$ cat src/hdl/olss_pkg.sv
package olss_pkg;

   // Field widths of the transactions
   localparam int ACTION_W   = 3;
   localparam int POSITION_W = 4;
   localparam int VALUE_W    = 32;
   localparam int STATUS_W   = 3;
   localparam int COUNT_W    = 5;

   // Default store depth
   localparam int OLSS_DEPTH = 16;

   // Action codes
   typedef enum logic [ACTION_W-1:0] {
      ACT_PREPEND    = 3'd0,
      ACT_APPEND     = 3'd1,
      ACT_INSERT     = 3'd2,
      ACT_POP        = 3'd3,
      ACT_REMOVE_AT  = 3'd4,
      ACT_REMOVE_VAL = 3'd5,
      ACT_READ_AT    = 3'd6
   } action_type;

   // Status codes
   typedef enum logic [STATUS_W-1:0] {
      STAT_OK        = 3'd0,
      STAT_FULL      = 3'd1,
      STAT_EMPTY     = 3'd2,
      STAT_BAD_INDEX = 3'd3,
      STAT_NOT_FOUND = 3'd4
   } status_type;

   // Sequencer states
   typedef enum logic [3:0] {
      S_IDLE,
      S_UP_READ,
      S_UP_WRITE,
      S_DN_READ,
      S_DN_WRITE,
      S_SCAN_READ,
      S_SCAN_CHECK,
      S_READ_ISSUE,
      S_READ_DONE
   } state_type;

   // Request transaction
   typedef struct packed {
      logic [ACTION_W-1:0]          action;
      logic [POSITION_W-1:0]        position;
      logic signed [VALUE_W-1:0]    value;
   } req_type;

   // Response transaction
   typedef struct packed {
      logic [STATUS_W-1:0]          status;
      logic [COUNT_W-1:0]           count;
      logic signed [VALUE_W-1:0]    read_data;
      logic [POSITION_W-1:0]        match_position;
   } rsp_type;

endpackage

$ cat src/hdl/ordered_list_shift_store.sv
// Channel    | Ports                    | Handshake
// -----------+--------------------------+------------------------------------------
// request    | start, busy, req_item    | taken on a clock edge with start=1, busy=0
// response   | rsp_strobe, rsp_item     | one cycle wide pulse, cannot be held off
//
// One memory port pair (one read, one write a cycle, registered read) holds the list.
// Refused actions, pop and the unused code: response in the cycle after the request.
// Prepend, append, insert: entries move up from the tail to the position (count for
// append), each a read then a write. Remove at moves later entries down; remove value
// first scans for an equal entry. Read at: one registered read. busy stays high until
// the response is issued. Synchronous reset empties the list; memory is not cleared.
module ordered_list_shift_store
   import olss_pkg::*;
#(
   parameter int DEPTH = OLSS_DEPTH
) (
   input  logic    clock,
   input  logic    reset,
   input  logic    start,
   output logic    busy,
   input  req_type req_item,
   output logic    rsp_strobe,
   output rsp_type rsp_item
);

   localparam int AW = $clog2(DEPTH);
   localparam int CW = $clog2(DEPTH + 1);

   // Packs a response, sizing count and match position to the field widths
   function automatic rsp_type pack_rsp(input status_type st, input logic [CW-1:0] cnt,
                                        input logic [VALUE_W-1:0] rd,
                                        input logic [CW-1:0] mp);
      logic [31:0] cnt_w;
      logic [31:0] mp_w;
      rsp_type     r;
      cnt_w            = 32'(cnt);
      mp_w             = 32'(mp);
      r.status         = st;
      r.count          = cnt_w[COUNT_W-1:0];
      r.read_data      = rd;
      r.match_position = mp_w[POSITION_W-1:0];
      return r;
   endfunction

   state_type            state_ff, state_in;
   logic [CW-1:0]        count_ff, count_in;
   logic [CW-1:0]        idx_ff, idx_in;
   logic [CW-1:0]        pos_ff, pos_in;
   logic [CW-1:0]        mpos_ff, mpos_in;
   logic [VALUE_W-1:0]   val_ff, val_in;
   logic                 strobe_ff, strobe_in;
   rsp_type              rsp_ff, rsp_in;

   logic [VALUE_W-1:0]   mem [DEPTH];
   logic [VALUE_W-1:0]   rd_data_ff;
   logic [AW-1:0]        rd_addr;
   logic [AW-1:0]        wr_addr;
   logic [VALUE_W-1:0]   wr_data;
   logic                 wr_en;

   logic [CW-1:0]        idx_inc;
   logic [CW-1:0]        idx_dec;
   logic [CW-1:0]        req_pos;
   logic                 full;
   logic                 pos_ok;

   assign idx_inc = idx_ff + CW'(1);
   assign idx_dec = idx_ff - CW'(1);
   assign req_pos = CW'(req_item.position);
   assign full    = (count_ff == CW'(DEPTH));
   assign pos_ok  = (32'(req_item.position) < 32'(count_ff));

   // List store: one write and one registered read a cycle
   always_ff @(posedge clock) begin
      if (wr_en) begin
         mem[wr_addr] <= wr_data;
      end
      rd_data_ff <= mem[rd_addr];
   end

   // Control registers
   always_ff @(posedge clock) begin
      if (reset) begin
         state_ff  <= S_IDLE;
         count_ff  <= '0;
         strobe_ff <= 1'b0;
      end else begin
         state_ff  <= state_in;
         count_ff  <= count_in;
         strobe_ff <= strobe_in;
      end
   end

   // Working and response registers
   always_ff @(posedge clock) begin
      idx_ff  <= idx_in;
      pos_ff  <= pos_in;
      mpos_ff <= mpos_in;
      val_ff  <= val_in;
      rsp_ff  <= rsp_in;
   end

   // Sequencer
   always_comb begin
      state_in  = state_ff;
      count_in  = count_ff;
      idx_in    = idx_ff;
      pos_in    = pos_ff;
      mpos_in   = mpos_ff;
      val_in    = val_ff;
      strobe_in = 1'b0;
      rsp_in    = rsp_ff;
      wr_en     = 1'b0;
      wr_addr   = idx_ff[AW-1:0];
      wr_data   = val_ff;
      rd_addr   = idx_ff[AW-1:0];

      unique case (state_ff)
         S_IDLE: begin
            if (start) begin
               val_in  = req_item.value;
               mpos_in = '0;
               idx_in  = '0;
               unique case (req_item.action)
                  ACT_PREPEND: begin
                     if (full) begin
                        strobe_in = 1'b1;
                        rsp_in    = pack_rsp(STAT_FULL, count_ff, '0, '0);
                     end else begin
                        idx_in   = count_ff;
                        pos_in   = '0;
                        state_in = S_UP_READ;
                     end
                  end
                  ACT_APPEND: begin
                     if (full) begin
                        strobe_in = 1'b1;
                        rsp_in    = pack_rsp(STAT_FULL, count_ff, '0, '0);
                     end else begin
                        idx_in   = count_ff;
                        pos_in   = count_ff;
                        state_in = S_UP_READ;
                     end
                  end
                  ACT_INSERT: begin
                     if (!pos_ok) begin
                        strobe_in = 1'b1;
                        rsp_in    = pack_rsp(STAT_BAD_INDEX, count_ff, '0, '0);
                     end else if (full) begin
                        strobe_in = 1'b1;
                        rsp_in    = pack_rsp(STAT_FULL, count_ff, '0, '0);
                     end else begin
                        idx_in   = count_ff;
                        pos_in   = req_pos;
                        state_in = S_UP_READ;
                     end
                  end
                  ACT_POP: begin
                     strobe_in = 1'b1;
                     if (count_ff == '0) begin
                        rsp_in = pack_rsp(STAT_EMPTY, count_ff, '0, '0);
                     end else begin
                        count_in = count_ff - CW'(1);
                        rsp_in   = pack_rsp(STAT_OK, count_in, '0, '0);
                     end
                  end
                  ACT_REMOVE_AT: begin
                     if (!pos_ok) begin
                        strobe_in = 1'b1;
                        rsp_in    = pack_rsp(STAT_BAD_INDEX, count_ff, '0, '0);
                     end else begin
                        idx_in   = req_pos;
                        state_in = S_DN_READ;
                     end
                  end
                  ACT_REMOVE_VAL: begin
                     state_in = S_SCAN_READ;
                  end
                  ACT_READ_AT: begin
                     if (!pos_ok) begin
                        strobe_in = 1'b1;
                        rsp_in    = pack_rsp(STAT_BAD_INDEX, count_ff, '0, '0);
                     end else begin
                        pos_in   = req_pos;
                        state_in = S_READ_ISSUE;
                     end
                  end
                  default: begin
                     // unused action code: no change
                     strobe_in = 1'b1;
                     rsp_in    = pack_rsp(STAT_OK, count_ff, '0, '0);
                  end
               endcase
            end
         end

         // Open a hole: move entries up from the tail until the target index
         S_UP_READ: begin
            if (idx_ff == pos_ff) begin
               wr_en     = 1'b1;
               wr_data   = val_ff;
               count_in  = count_ff + CW'(1);
               strobe_in = 1'b1;
               rsp_in    = pack_rsp(STAT_OK, count_in, '0, '0);
               state_in  = S_IDLE;
            end else begin
               rd_addr  = idx_dec[AW-1:0];
               state_in = S_UP_WRITE;
            end
         end
         S_UP_WRITE: begin
            wr_en    = 1'b1;
            wr_data  = rd_data_ff;
            idx_in   = idx_dec;
            state_in = S_UP_READ;
         end

         // Close a hole: move entries down towards the removed index
         S_DN_READ: begin
            if (idx_inc == count_ff) begin
               count_in  = count_ff - CW'(1);
               strobe_in = 1'b1;
               rsp_in    = pack_rsp(STAT_OK, count_in, '0, mpos_ff);
               state_in  = S_IDLE;
            end else begin
               rd_addr  = idx_inc[AW-1:0];
               state_in = S_DN_WRITE;
            end
         end
         S_DN_WRITE: begin
            wr_en    = 1'b1;
            wr_data  = rd_data_ff;
            idx_in   = idx_inc;
            state_in = S_DN_READ;
         end

         // Linear search for the first equal entry
         S_SCAN_READ: begin
            if (idx_ff == count_ff) begin
               strobe_in = 1'b1;
               rsp_in    = pack_rsp(STAT_NOT_FOUND, count_ff, '0, '0);
               state_in  = S_IDLE;
            end else begin
               state_in = S_SCAN_CHECK;
            end
         end
         S_SCAN_CHECK: begin
            if (rd_data_ff == val_ff) begin
               mpos_in  = idx_ff;
               state_in = S_DN_READ;
            end else begin
               idx_in   = idx_inc;
               state_in = S_SCAN_READ;
            end
         end

         // Single entry read
         S_READ_ISSUE: begin
            rd_addr  = pos_ff[AW-1:0];
            state_in = S_READ_DONE;
         end
         S_READ_DONE: begin
            strobe_in = 1'b1;
            rsp_in    = pack_rsp(STAT_OK, count_ff, rd_data_ff, '0);
            state_in  = S_IDLE;
         end

         default: begin
            state_in = S_IDLE;
         end
      endcase
   end

   assign busy       = (state_ff != S_IDLE);
   assign rsp_strobe = strobe_ff;
   assign rsp_item   = rsp_ff;

endmodule

$ cat config.mk
export PLATFORM = sky130hd
export DESIGN_NAME = ordered_list_shift_store
export DESIGN_NICKNAME = d
export VERILOG_FILES = /design/src/hdl/olss_pkg.sv /design/src/hdl/ordered_list_shift_store.sv
export SDC_FILE = /design/constraint.sdc
export NUM_CORES = 1
export LEC_CHECK = 0
export ABC_AREA = 0
export BUFFER_PORTS_ARGS = -buffer_cell sky130_fd_sc_hd__buf_2
export CORE_MARGIN = 2
export CORE_UTILIZATION = 50
export DETAILED_ROUTE_END_ITERATION = 8
export PLACE_DENSITY = 0.77
export SETUP_SLACK_MARGIN = 0.5
export SLEW_MARGIN = 20
export SYNTH_ARGS = -nofsm -noshare
export SYNTH_HDL_FRONTEND = slang
export SYNTH_SLANG_ARGS = --single-unit
export TNS_END_PERCENT = 5
$ cat constraint.sdc
create_clock -name clock -period 5.5 [get_ports clock]
set_input_delay 1.1 -clock clock [delete_from_list [all_inputs] [get_ports clock]]
set_output_delay 1.1 -clock clock [all_outputs]
set_load 0.005 [all_outputs]
### Word level (Yosys, flattened, before mapping)

Memory sizes are Yosys's and may differ from the RTL's. A register that Yosys moved wholly into a read port is not among the register bits.
Index checks and enable logic that the tools add are counted.
Widths: inputs -> output; s select.

| cells by class | value |
|---|---|
| mux-type cells | 59 |
| reduce and logical (&&, ||, !) cells | 19 |
| divide/modulo/power cells | 0 |
| shift-type cells | 0 |
| add/sub/neg operators | 4 |
| bitwise operators | 0 |
| $mul | 0 |
| eq/ne operators | 38 |
| magnitude comparators | 1 |

Operators with widths:

| cell | count |
|---|---|
| $pmux 44 s5 | 2 |
| $mux 44 | 7 |
| $mux 5 | 14 |
| $mux 43 | 1 |
| $mux 4 | 10 |
| $pmux 5 s4 | 2 |
| $eq 32x32->1 | 1 |
| $mux 32 | 1 |
| $pmux 4 s8 | 1 |
| $pmux 5 s3 | 2 |
| $ne 2x2->1 const B | 13 |
| $pmux 4 s5 | 1 |
| $eq 4x3->1 const B | 4 |
| $eq 5x5->1 | 3 |
| $ne 3x3->1 const B | 4 |
| $pmux 4 s3 | 1 |
| $reduce_bool 4->1 | 3 |
| $add 5x1->5 const B | 2 |
| $sub 5x1->5 const B | 2 |
| $eq 3x3->1 const B | 3 |
| $mux 1 | 9 |
| $mux 3 | 3 |
| $eq 4x2->1 const B | 2 |
| $pmux 4 s2 | 1 |
| 25 further kinds | 29 |

| word-level totals | value |
|---|---|
| bits in read-only memories | 0 |
| output and inout bits | 46 |
| bits in latches | 0 |
| input port bits | 42 |
| register bits after elaboration | 100 |
| memories | 1 |
| bits in writable memories | 512 |

Memories:

| name | depth | width | read ports | clocked after Yosys merged registers in | wr ports | line | text |
|---|---|---|---|---|---|---|---|
| mem | 16 | 32 | 1 | 1 | 1 | ordered_list_shift_store.sv:54 | `logic [VALUE_W-1:0] mem [DEPTH];` |

### Logic depth before layout (Yosys ltp)

Gate-level depths: netlist of run 1.

| logic depth | value |
|---|---|
| depth in word-level cells | 6 |
| gate-level depth with buffers | 15 |
| gate-level depth less buffers | 11 |

### Worst setup path before layout of run 1

Ideal clock, no wire load.

| path | value |
|---|---|
| path type | input-to-reg |
| start point | input req_item[33] in the netlist's numbering |
| end point | register rsp_ff (netlist bit rsp_item[0]), enable pin |
| data arrival time | 5187 ps |
| stages | 9 |
| path buffers | 0 |
| slack | -186 ps |
| data required time | 5000 ps |
| cell sequence | ha_1 -> a21o_1 -> a21o_1 -> a21oi_1 -> nor2_1 -> inv_1 -> o211ai_1 -> a21oi_1 -> nor3_1 |

| on the way | value |
|---|---|
| cells in the longest elaborated chain, start to end | 3 |

RTL lines:

| element | line | text |
|---|---|---|
| start, declared | ordered_list_shift_store.sv:21 | `input req_type req_item,` |
| $lt 4x5->1 | ordered_list_shift_store.sv:71 | `assign pos_ok = (32'(req_item.position) < 32'(count_ff));` |
| $ne 3x3->1 (no line) | - |  |
| $reduce_and 7->1 (no line) | - |  |
| end signal, assigned | ordered_list_shift_store.sv:100 | `rsp_ff <= rsp_in;` |
| end, declared | ordered_list_shift_store.sv:52 | `rsp_type rsp_ff, rsp_in;` |

Every way passes these cells.
A chain may end at the register's enable or synchronous reset.

### Worst setup path after layout of run 1

| path | value |
|---|---|
| start point | register idx_ff[0] |
| end point | register rd_data_ff[4] (read register of mem) |

| on the way | value |
|---|---|
| cells in the longest elaborated chain, start to end | 4 |

RTL lines:

| element | line | text |
|---|---|---|
| start, declared | ordered_list_shift_store.sv:47 | `logic [CW-1:0] idx_ff, idx_in;` |
| start signal, assigned | ordered_list_shift_store.sv:96 | `idx_ff <= idx_in;` |
| $add 5x1->5 | ordered_list_shift_store.sv:67 | `assign idx_inc = idx_ff + CW'(1);` |
| $eq 5x5->1 | ordered_list_shift_store.sv:220 | `if (idx_inc == count_ff) begin` |
| $mux 4 | ordered_list_shift_store.sv:220 |  |
| $pmux 4 s3 (*) | ordered_list_shift_store.sv:118 | `unique case (state_ff)` |
| end, declared | ordered_list_shift_store.sv:55 | `logic [VALUE_W-1:0] rd_data_ff;` |

Every way passes the cells marked *; elsewhere a longest branch is shown, timed or not.

==> results of run 1 <==
metal layers:
layer  GRT usage  up-vias  share of wire
met4      0.0826        0          0.029
met3      0.0427      136          0.081
met2       0.367      737           0.47
met5           0        -              0
li1            -     6767              -
met1       0.316     7686           0.42
layout make-up:
cell class	count	area, um2	share of cell area
Sequential cell	644	18900	0.626
Multi-Input combinational cell	917	7340	0.243
Clock buffer	88	1850	0.0612
Tap cell	688	861	0.0285
Timing Repair Buffer	124	813	0.0269
Clock inverter	34	405	0.0134
Inverter	11	41.3	0.00137
cells in the mapped netlist (all sizes together), types with 7 or more instances:
cell type	count
edfxtp	602
ha	10
clkbuf	41
nor2	40
nor4	14
and3	7
dfxtp	42
and2	16
a211oi	68
nor2b	69
inv	11
a221o	33
xor2	37
mux2	34
xnor2	19
a22o	72
nand2	35
nor3b	7
a21oi	87
nand3	12
nor3	14
o21ai	27
buf	60
mux2i	257
cell families after synthesis:
family,after synthesis,share of synthesized area
XOR/XNOR,56,0.0186
buffers and inverters,112,0.0231
AO/OA/AOI/OAI,327,0.0887
AND/OR/NAND/NOR,233,0.0478
flip-flops,644,0.707
multiplexers,291,0.110
adder cells (fa/ha/maj),10,0.00467
worst paths after layout:
| kind | from | to | slack (ps) | depth (start not counted) |
|---|---|---|---|---|
| worst min-delay path | mpos_ff[0]$_SDFFCE_PN0P_ | rsp_item[0]$_DFFE_PP_ | 540 | 1 |
| worst max-delay path | idx_ff[0]$_DFFE_PP_ | rd_data_ff[4]$_DFF_P_ | 1080 | 12 |
| worst min register to register | mpos_ff[0]$_SDFFCE_PN0P_ | rsp_item[0]$_DFFE_PP_ | 540 | 1 |
| worst max register to register | idx_ff[0]$_DFFE_PP_ | rd_data_ff[4]$_DFF_P_ | 1080 | 12 |
registers in the layout (all words and copies together) (netlist names):
signal,count
state_ff,4
rsp_strobe,1
val_ff,32
rsp_item,44
mpos_ff,4
count_ff,5
pos_ff,5
mem,512
rd_data_ff,32
idx_ff,5
worst max-delay path, delay by kind of cell (launching register included):
family                   cells  cell delay [ps]
AO/OA/AOI/OAI                4             1020
XOR/XNOR                     1              180
adder cells (fa/ha/maj)      1              440
buffers and inverters        2              920
flip-flops                   1              680
multiplexers                 2              380
AND/OR/NAND/NOR              2              630
stage by stage:
stage                     hold WS [ps]  instances  setup WS (ps)
after floorplan                    512       1673           1170
after global placement             529       2384           1310
after detailed placement           523       2384           1120
after CTS                          539       2506           1100
after global routing               556       2506            805
final                              543       2506           1080
where the power goes:
group / leakage (uW) / switching (uW) / internal, uW
Clock: 0.00111 / 1870 / 2770
Sequential: 0.00584 / 470 / 6280
Combinational: 0.00404 / 3440 / 2280
==> flow_summary.yaml, run 1 <==
cts:
  cts_made_buffers: 67
  cts_tree: "done"
  cts-root-buf: "clkbuf_16"
  cts_max_path_buffers: 3
  insertion_delay_ps: 610
  post-cts-setup-buffer-count: 0
  cts_hold_buf: 0
  cts_resized: 0
  clkTransAtPathRegs_ps: 60
  clock-sinks: 644
  htreeDepth: 3
power:
  p_leak_uw: 0.0110
  power_uw: 17100
  p_per_area_mw_per_mm2: 566
  ir_drop_uv: 458
timing:
  slew_headroom: 0.257
  min_period_ps: 4420
  finalSetupTns_ps: 0
  fmaxAchievable_mhz: 226
  drv_slew: 0
  tightest_slew_ps: 1110
  hold_violations: 0
  rsz0062_at_grt: "false"
  skew_ps: 24.7
  min_period_over_period: 0.804
  setup_viol_count_final: 0
logic_synthesis:
  yosys.area.top_type: "edfxtp_1"
  yosysUniqueCellTypes: 61
  yosysTopAreaCellShare: 0.675
  syn_area_mm2: 0.0268
  avgSynthCellArea_um2: 16.0
  async_reset_ff_frac: 0
  synth_area_leaders: "edfxtp_1 (68%), mux2i_1 (9.6%), dfxtp_1 (3.1%)"
  ys_seq_elements: 644
  synth_edf_count: 602
  synthesis.nets: 1725
  ys.flop_type: "edfxtp_1"
  ys_warn_count: 0
  syn_inst: 1673
  ys_seq_area_frac: 0.707
floorplan:
  io-pin-count: 88
  die_w_um: 235
  die_area_mm2: 0.0554
  dieHeight_um: 235
  rows: 84
  initial_core_util: 0.507
  core-area_mm2: 0.0528
critical_path:
  critical_path.max_stage_delay_ps: 710
  crit_chain: "inv_1 -> ha_1 -> xnor2_1 -> o211ai_1 -> a211oi_2 -> nor3_1 -> and4bb_4 -> buf_4 -> mux2i_1 -> mux2i_1 -> a22o_1 -> a221o_1"
  worstSetupPathType: "register to register"
  critPathMaxFanout: 60
  cp-start-kind: "register"
  cpMostUsedCell: "mux2i_1"
  worst_ep_required_time_ps: 5980
  cp_slowest_cell: "buf_4"
  arrival_ps: 4900
  crit_path_end_kind: "register"
placement:
  dp_hpwl_um: 36500
  placed_area_mm2: 0.0280
  io_buffers: 87
  place_congestion: 0.901
status:
  status: "completed"
drt:
  viasPerCell: 6.12
  ant_nets: 0
  wl_um: 63700
  drt_iter0_drc: 1647
  first_pass_iters: 7
  wl_per_cell_um: 25.4
  vias: 15326
  drcViolationCount: 0
cells_and_area:
  nets: 1817
  finalInstanceArea_mm2: 0.0302
  final_cell_mix: "edfxtp_1 (602), mux2i_1 (257), a21oi_1 (87), buf_2 (87), a22o_1 (72)"
  nFillCells: 3921
  layout-drive-gt1-share: 0.161
  syn_to_final_growth_pct: 12.9
  layout_commonest_cell: "edfxtp_1"
  finish.utilization: 0.573
  antenna-diode-count: 0
worst_hold_path:
  min_path_type: "register to register"
global_route:
  grt_antenna_before_repair: 0
  grt_first_pass_wirelength_um: 95200
  grt.overflow.total: 0
  grt_max_degree: 71
  first_global_vias: 15104
  grt.total_usage: 0.229
run:
  maxCapViolCount: 0
Power figures use the tool's default switching activity.
==> run 2: changes to the inputs <==
==> constraint.sdc (replaced) <==
create_clock -name clock -period 3.6 [get_ports clock]
set_input_delay 0.72 -clock clock [delete_from_list [all_inputs] [get_ports clock]]
set_output_delay 0.72 -clock clock [all_outputs]
set_load 0.005 [all_outputs]
==> flow_summary.yaml, run 2 (synthesis results as in run 1) <==
timing:
  min_period_over_period: 0.945
  slew_headroom: 0.395
  rsz0062_at_grt: "true"
  hold_violations: 0
  setup_ws_ps: 199
  skew_ps: 15.5
  fmaxAchievable_mhz: 294
  tightest_slew_ps: 900
  setup_viol_count_final: 0
  drv_slew: 0
  finalSetupTns_ps: 0
  min_period_ps: 3400
drt:
  wl_um: 71200
  vias: 16238
  drcViolationCount: 0
  first_pass_iters: 5
  drt_iter0_drc: 2082
  wl_per_cell_um: 27.2
  ant_nets: 0
  viasPerCell: 6.20
critical_path:
  crit_path_end_kind: "register"
  crit_chain: "buf_6 -> ha_4 -> xor2_2 -> o22ai_4 -> a2111oi_4 -> nand3_1 -> and4bb_4 -> buf_4 -> buf_12 -> buf_16 -> bufbuf_16 -> a211oi_1 -> a21oi_1 -> a221o_1"
  ff2ff_path_depth: 14
  arrival_ps: 3910
  path_buf_inv: 5
  worstSetupPathType: "register to register"
  cp-start-kind: "register"
  r2r_start: "idx_ff[0]$_DFFE_PP_"
  worst_r2r_endpoint: "rd_data_ff[12]$_DFF_P_"
  critPathMaxFanout: 13
  worst_ep_required_time_ps: 4100
  cp_slowest_cell: "edfxtp_1"
  critical_path.max_stage_delay_ps: 470
  r2r_slack_ps: 200
  cp_top_family: "compound AO/OA/AOI/OAI gates"
cells_and_area:
  largest_reg_flops: 512
  finalInstanceArea_mm2: 0.0323
  layout_commonest_cell: "edfxtp_1"
  largest-register: "mem"
  layout-drive-gt1-share: 0.230
  syn_to_final_growth_pct: 20.6
  final_cell_mix: "edfxtp_1 (602), mux2i_1 (249), buf_2 (87)"
  antenna-diode-count: 0
  nets: 1932
floorplan:
  die_area_mm2: 0.0554
  initial_core_util: 0.507
  die_w_um: 235
  core-area_mm2: 0.0528
  dieHeight_um: 235
  io-pin-count: 88
  rows: 84
cts:
  cts_hold_buf: 0
  cts_made_buffers: 61
  clkTransAtPathRegs_ps: 60
  cts-root-buf: "clkbuf_16"
  htreeDepth: 2
  insertion_delay_ps: 630
  cts_max_path_buffers: 3
  cts_tree: "done"
  clock-sinks: 644
power:
  p_leak_uw: 0.0119
  ir_drop_uv: 488
  p_per_area_mw_per_mm2: 909
placement:
  place_congestion: 0.880
  dpl_worst_slack_ps: 24.9
  io_buffers: 87
  placed_area_mm2: 0.0286
  dp_hpwl_um: 39200
global_route:
  grt_antenna_before_repair: 2
  grt_first_pass_wirelength_um: 101000
  first_global_vias: 15849
  grt_max_degree: 43
  use_met1: 0.326
  grt_use_met2: 0.401
  use_met3: 0.0518
  grt.overflow.total: 0
  grt.total_usage: 0.245
  grt_busiest_layer: "met2"
worst_hold_path:
  worstHoldStart: "req_item[20]"
  worstHoldPathCells: 1
  min_path_type: "input pin to register"
  hold_end: "val_ff[20]$_DFFE_PP_"
status:
  status: "completed"
run:
  maxCapViolCount: 0
-- run 2: changes by cell type in the layout (fill, tap and decap cells not counted), moves of 5 or more --
| cell | previous run | this run |
|---|---|---|
| buf_4 | 29 | 74 |
| buf_12 | 8 | 35 |
| buf_16 | 0 | 18 |
| a211oi_1 | 67 | 54 |
| a211oi_2 | 1 | 12 |
| buf_6 | 0 | 10 |
| mux2i_1 | 257 | 249 |
| mux2i_2 | 0 | 6 |
| clkinvlp_4 | 0 | 5 |
-- run 2: area by class of cell --
type | count | area (um2)
timing repair buffer | 244 | 2790
multi-input combinational | 918 | 7610
fill | 3713 | 20500
clock buffer | 79 | 1630
tap | 688 | 861
inverter | 11 | 47.5
clock inverter | 33 | 409
sequential | 644 | 18900
-- run 2: repair_timing --
action                                 in CTS  in global routing
setup endpoints to repair                  44                138
gates cloned                               13                 12
setup buffers                              15                 30
pin swaps                                   5                 13
endpoints found under the hold margin       0                  0
gates resized for setup                    38                 55
-- run 2: per-stage QoR --
| stage | hold slack [ps] | power [uW] | cells | util |
|---|---|---|---|---|
| floorplan | 512 | 16700 | 1673 | - |
| global placement | 523 | 19200 | 2435 | 0.542 |
| detailed placement | 529 | 19500 | 2435 | 0.542 |
| CTS | 237 | 27600 | 2575 | 0.595 |
| global route | 243 | 30300 | 2617 | 0.612 |
| finish | 260 | 29300 | 2617 | 0.612 |
-- run 2: per-layer routing --
| layer | up-vias | share of wire |
|---|---|---|
| met5 | - | 0.00018 |
| met1 | 8122 | 0.39 |
| met2 | 913 | 0.48 |
| met4 | 2 | 0.035 |
| met3 | 191 | 0.099 |
| li1 | 7010 | - |
-- run 2: where the power goes --
group / leakage (uW) / total [uW] / internal, uW / switching, uW
Sequential: 0.00584 / 10200 / 9590 / 644
Combinational: 0.00508 / 12500 / 5900 / 6570
Clock: 0.000990 / 6630 / 3840 / 2790
-- run 2: how the worst max path moves through the flow --
stage	from	to	slack (ps)	cells after the start
floorplan	idx_ff[1]$_DFFE_PP_	mem[0][0]$_DFFE_PP_	390	6
global placement	idx_ff[0]$_DFFE_PP_	rd_data_ff[16]$_DFF_P_	120	11
detailed placement	idx_ff[0]$_DFFE_PP_	rd_data_ff[6]$_DFF_P_	20	11
CTS	idx_ff[0]$_DFFE_PP_	rd_data_ff[20]$_DFF_P_	270	14
global route	idx_ff[0]$_DFFE_PP_	rd_data_ff[3]$_DFF_P_	90	16
finish	idx_ff[0]$_DFFE_PP_	rd_data_ff[12]$_DFF_P_	200	14
==> run 3: changes to the inputs <==
--- a/config.mk
+++ b/config.mk
@@ -10,7 +10,7 @@
 export CORE_MARGIN = 2
 export CORE_UTILIZATION = 50
 export DETAILED_ROUTE_END_ITERATION = 8
-export PLACE_DENSITY = 0.77
+export PLACE_DENSITY = 0.74
 export SETUP_SLACK_MARGIN = 0.5
 export SLEW_MARGIN = 20
 export SYNTH_ARGS = -nofsm -noshare
==> constraint.sdc (replaced) <==
create_clock -name clock -period 4.35 [get_ports clock]
set_input_delay 0.87 -clock clock [delete_from_list [all_inputs] [get_ports clock]]
set_output_delay 0.87 -clock clock [all_outputs]
set_load 0.005 [all_outputs]
==> flow_summary.yaml, run 3 (synthesis results as in run 1) <==
status:
  status: "completed"
critical_path:
  ff2ff_path_depth: 14
  arrival_ps: 4250
  crit_path_end_kind: "register"
  critPathMaxFanout: 34
  cp-start-kind: "register"
  worst_ep_required_time_ps: 4860
  worstSetupPathType: "register to register"
drt:
  vias: 15531
  drt_iter0_drc: 1434
  first_pass_iters: 5
  drcViolationCount: 0
  viasPerCell: 6.11
  ant_nets: 0
  wl_um: 65100
  wl_per_cell_um: 25.6
placement:
  io_buffers: 87
  place_congestion: 0.898
  dp_hpwl_um: 36200
cells_and_area:
  largest_reg_flops: 512
  layout_commonest_cell: "edfxtp_1"
  largest-register: "mem"
  nFillCells: 3978
  layout-drive-gt1-share: 0.175
  final_cell_mix: "edfxtp_1 (602), mux2i_1 (257), a21oi_1 (87), buf_2 (87), a22o_1 (72)"
  antenna-diode-count: 0
  nets: 1852
  multi_input_area_mm2: 0.00735
  syn_to_final_growth_pct: 13.9
  regArea_mm2: 0.0189
global_route:
  grt.total_usage: 0.233
  grt_antenna_before_repair: 0
  grt_max_degree: 62
  grt.overflow.total: 0
  grt_first_pass_wirelength_um: 96600
  first_global_vias: 15278
timing:
  min_period_ps: 3740
  tightest_slew_ps: 972
  fmaxAchievable_mhz: 267
  rsz0062_at_grt: "true"
  slew_headroom: 0.347
  finalSetupTns_ps: 0
  worst_hold_slack_ps: 392
  drv_slew: 0
  skew_ps: 35.2
  min_period_over_period: 0.860
  setup_viol_count_final: 0
  hold_violations: 0
power:
  ir_drop_uv: 462
  p_leak_uw: 0.0111
  p_per_area_mw_per_mm2: 711
cts:
  cts_tree: "done"
  insertion_delay_ps: 650
  clock-sinks: 644
  clkTransAtPathRegs_ps: 60
  cts_made_buffers: 61
  cts_max_path_buffers: 3
  cts_hold_buf: 0
  htreeDepth: 2
  cts-root-buf: "clkbuf_16"
floorplan:
  core-area_mm2: 0.0528
  io-pin-count: 88
  die_w_um: 235
  initial_core_util: 0.507
  die_area_mm2: 0.0554
  rows: 84
  dieHeight_um: 235
run:
  maxCapViolCount: 0
worst_hold_path:
  worstHoldPathCells: 1
  min_path_type: "input pin to register"
## run 3: cell types whose count changed in the layout (fill, tap and decap cells not counted), moves of 4 or more
cell / before / now
mux2i_2: 6 / 0
mux2i_1: 249 / 257
buf_8: 4 / 0
clkbuf_16: 73 / 63
buf_12: 35 / 15
clkinv_2: 10 / 6
a211oi_2: 12 / 1
buf_4: 74 / 59
clkbuf_8: 4 / 10
a211oi_1: 54 / 67
buf_6: 10 / 1
bufbuf_16: 4 / 0
clkbuf_1: 14 / 20
buf_16: 18 / 1
## run 3: cell type report
| cell class | count | share of cell area |
|---|---|---|
| sequential | 644 | 0.620 |
| multi-input combinational | 918 | 0.241 |
| clock buffer | 92 | 0.0579 |
| timing repair buffer | 164 | 0.0407 |
| tap | 688 | 0.0282 |
| clock inverter | 23 | 0.0103 |
| inverter | 11 | 0.00135 |
## run 3: where the power goes
group          internal [uW]  switching (uW)
Combinational           3230            4540
Sequential              7940             564
Clock                   3160            2270
Total                  14300            7370
## run 3: final timing paths
path                                 to  slack (ps)                      from
setup reg to reg  rd_data_ff[7]$_DFF_P_         610       idx_ff[0]$_DFFE_PP_
setup / recovery  rd_data_ff[7]$_DFF_P_         610       idx_ff[0]$_DFFE_PP_
hold reg to reg   rsp_item[3]$_DFFE_PP_         540  mpos_ff[3]$_SDFFCE_PN0P_
hold / removal     val_ff[21]$_DFFE_PP_         390              req_item[21]
## run 3: metal layers
metal,wire length (um),part of all wire,global-route usage
met1,27200,0.42,0.323
met2,30900,0.47,0.378
met3,5080,0.078,0.0372
met4,1940,0.030,0.0782
met5,0,0,0
## run 3: timing repair
action	4_1_cts	5_1_grt
endpoints found under the setup margin	30	32
setup buffers	9	6
gates cloned	1	1
gates resized for setup	3	0
hold endpoints to repair	0	0
pin swaps	1	1
## run 3: critical path: stages, from the launching register on
cell	delay (ps)
edfxtp_1	460
inv_1	150
ha_1	420
xnor2_1	180
o211ai_1	150
a211oi_2	380
nor3_1	160
and4bb_4	390
buf_12	150
buf_4	130
buf_12	210
mux2i_1	240
mux2i_1	100
a22o_1	250
a221o_1	250
## run 3: metrics by stage
stage	total power (uW)	area, um2	setup slack (ps)	cells	util
floorplan	13800	26800	850	1673	-
global placement	15900	28200	491	2408	0.535
detailed placement	16100	28200	385	2408	0.535
CTS	21700	30400	539	2533	0.577
global route	22600	30500	407	2540	0.578
finish	21700	30500	610	2540	0.578
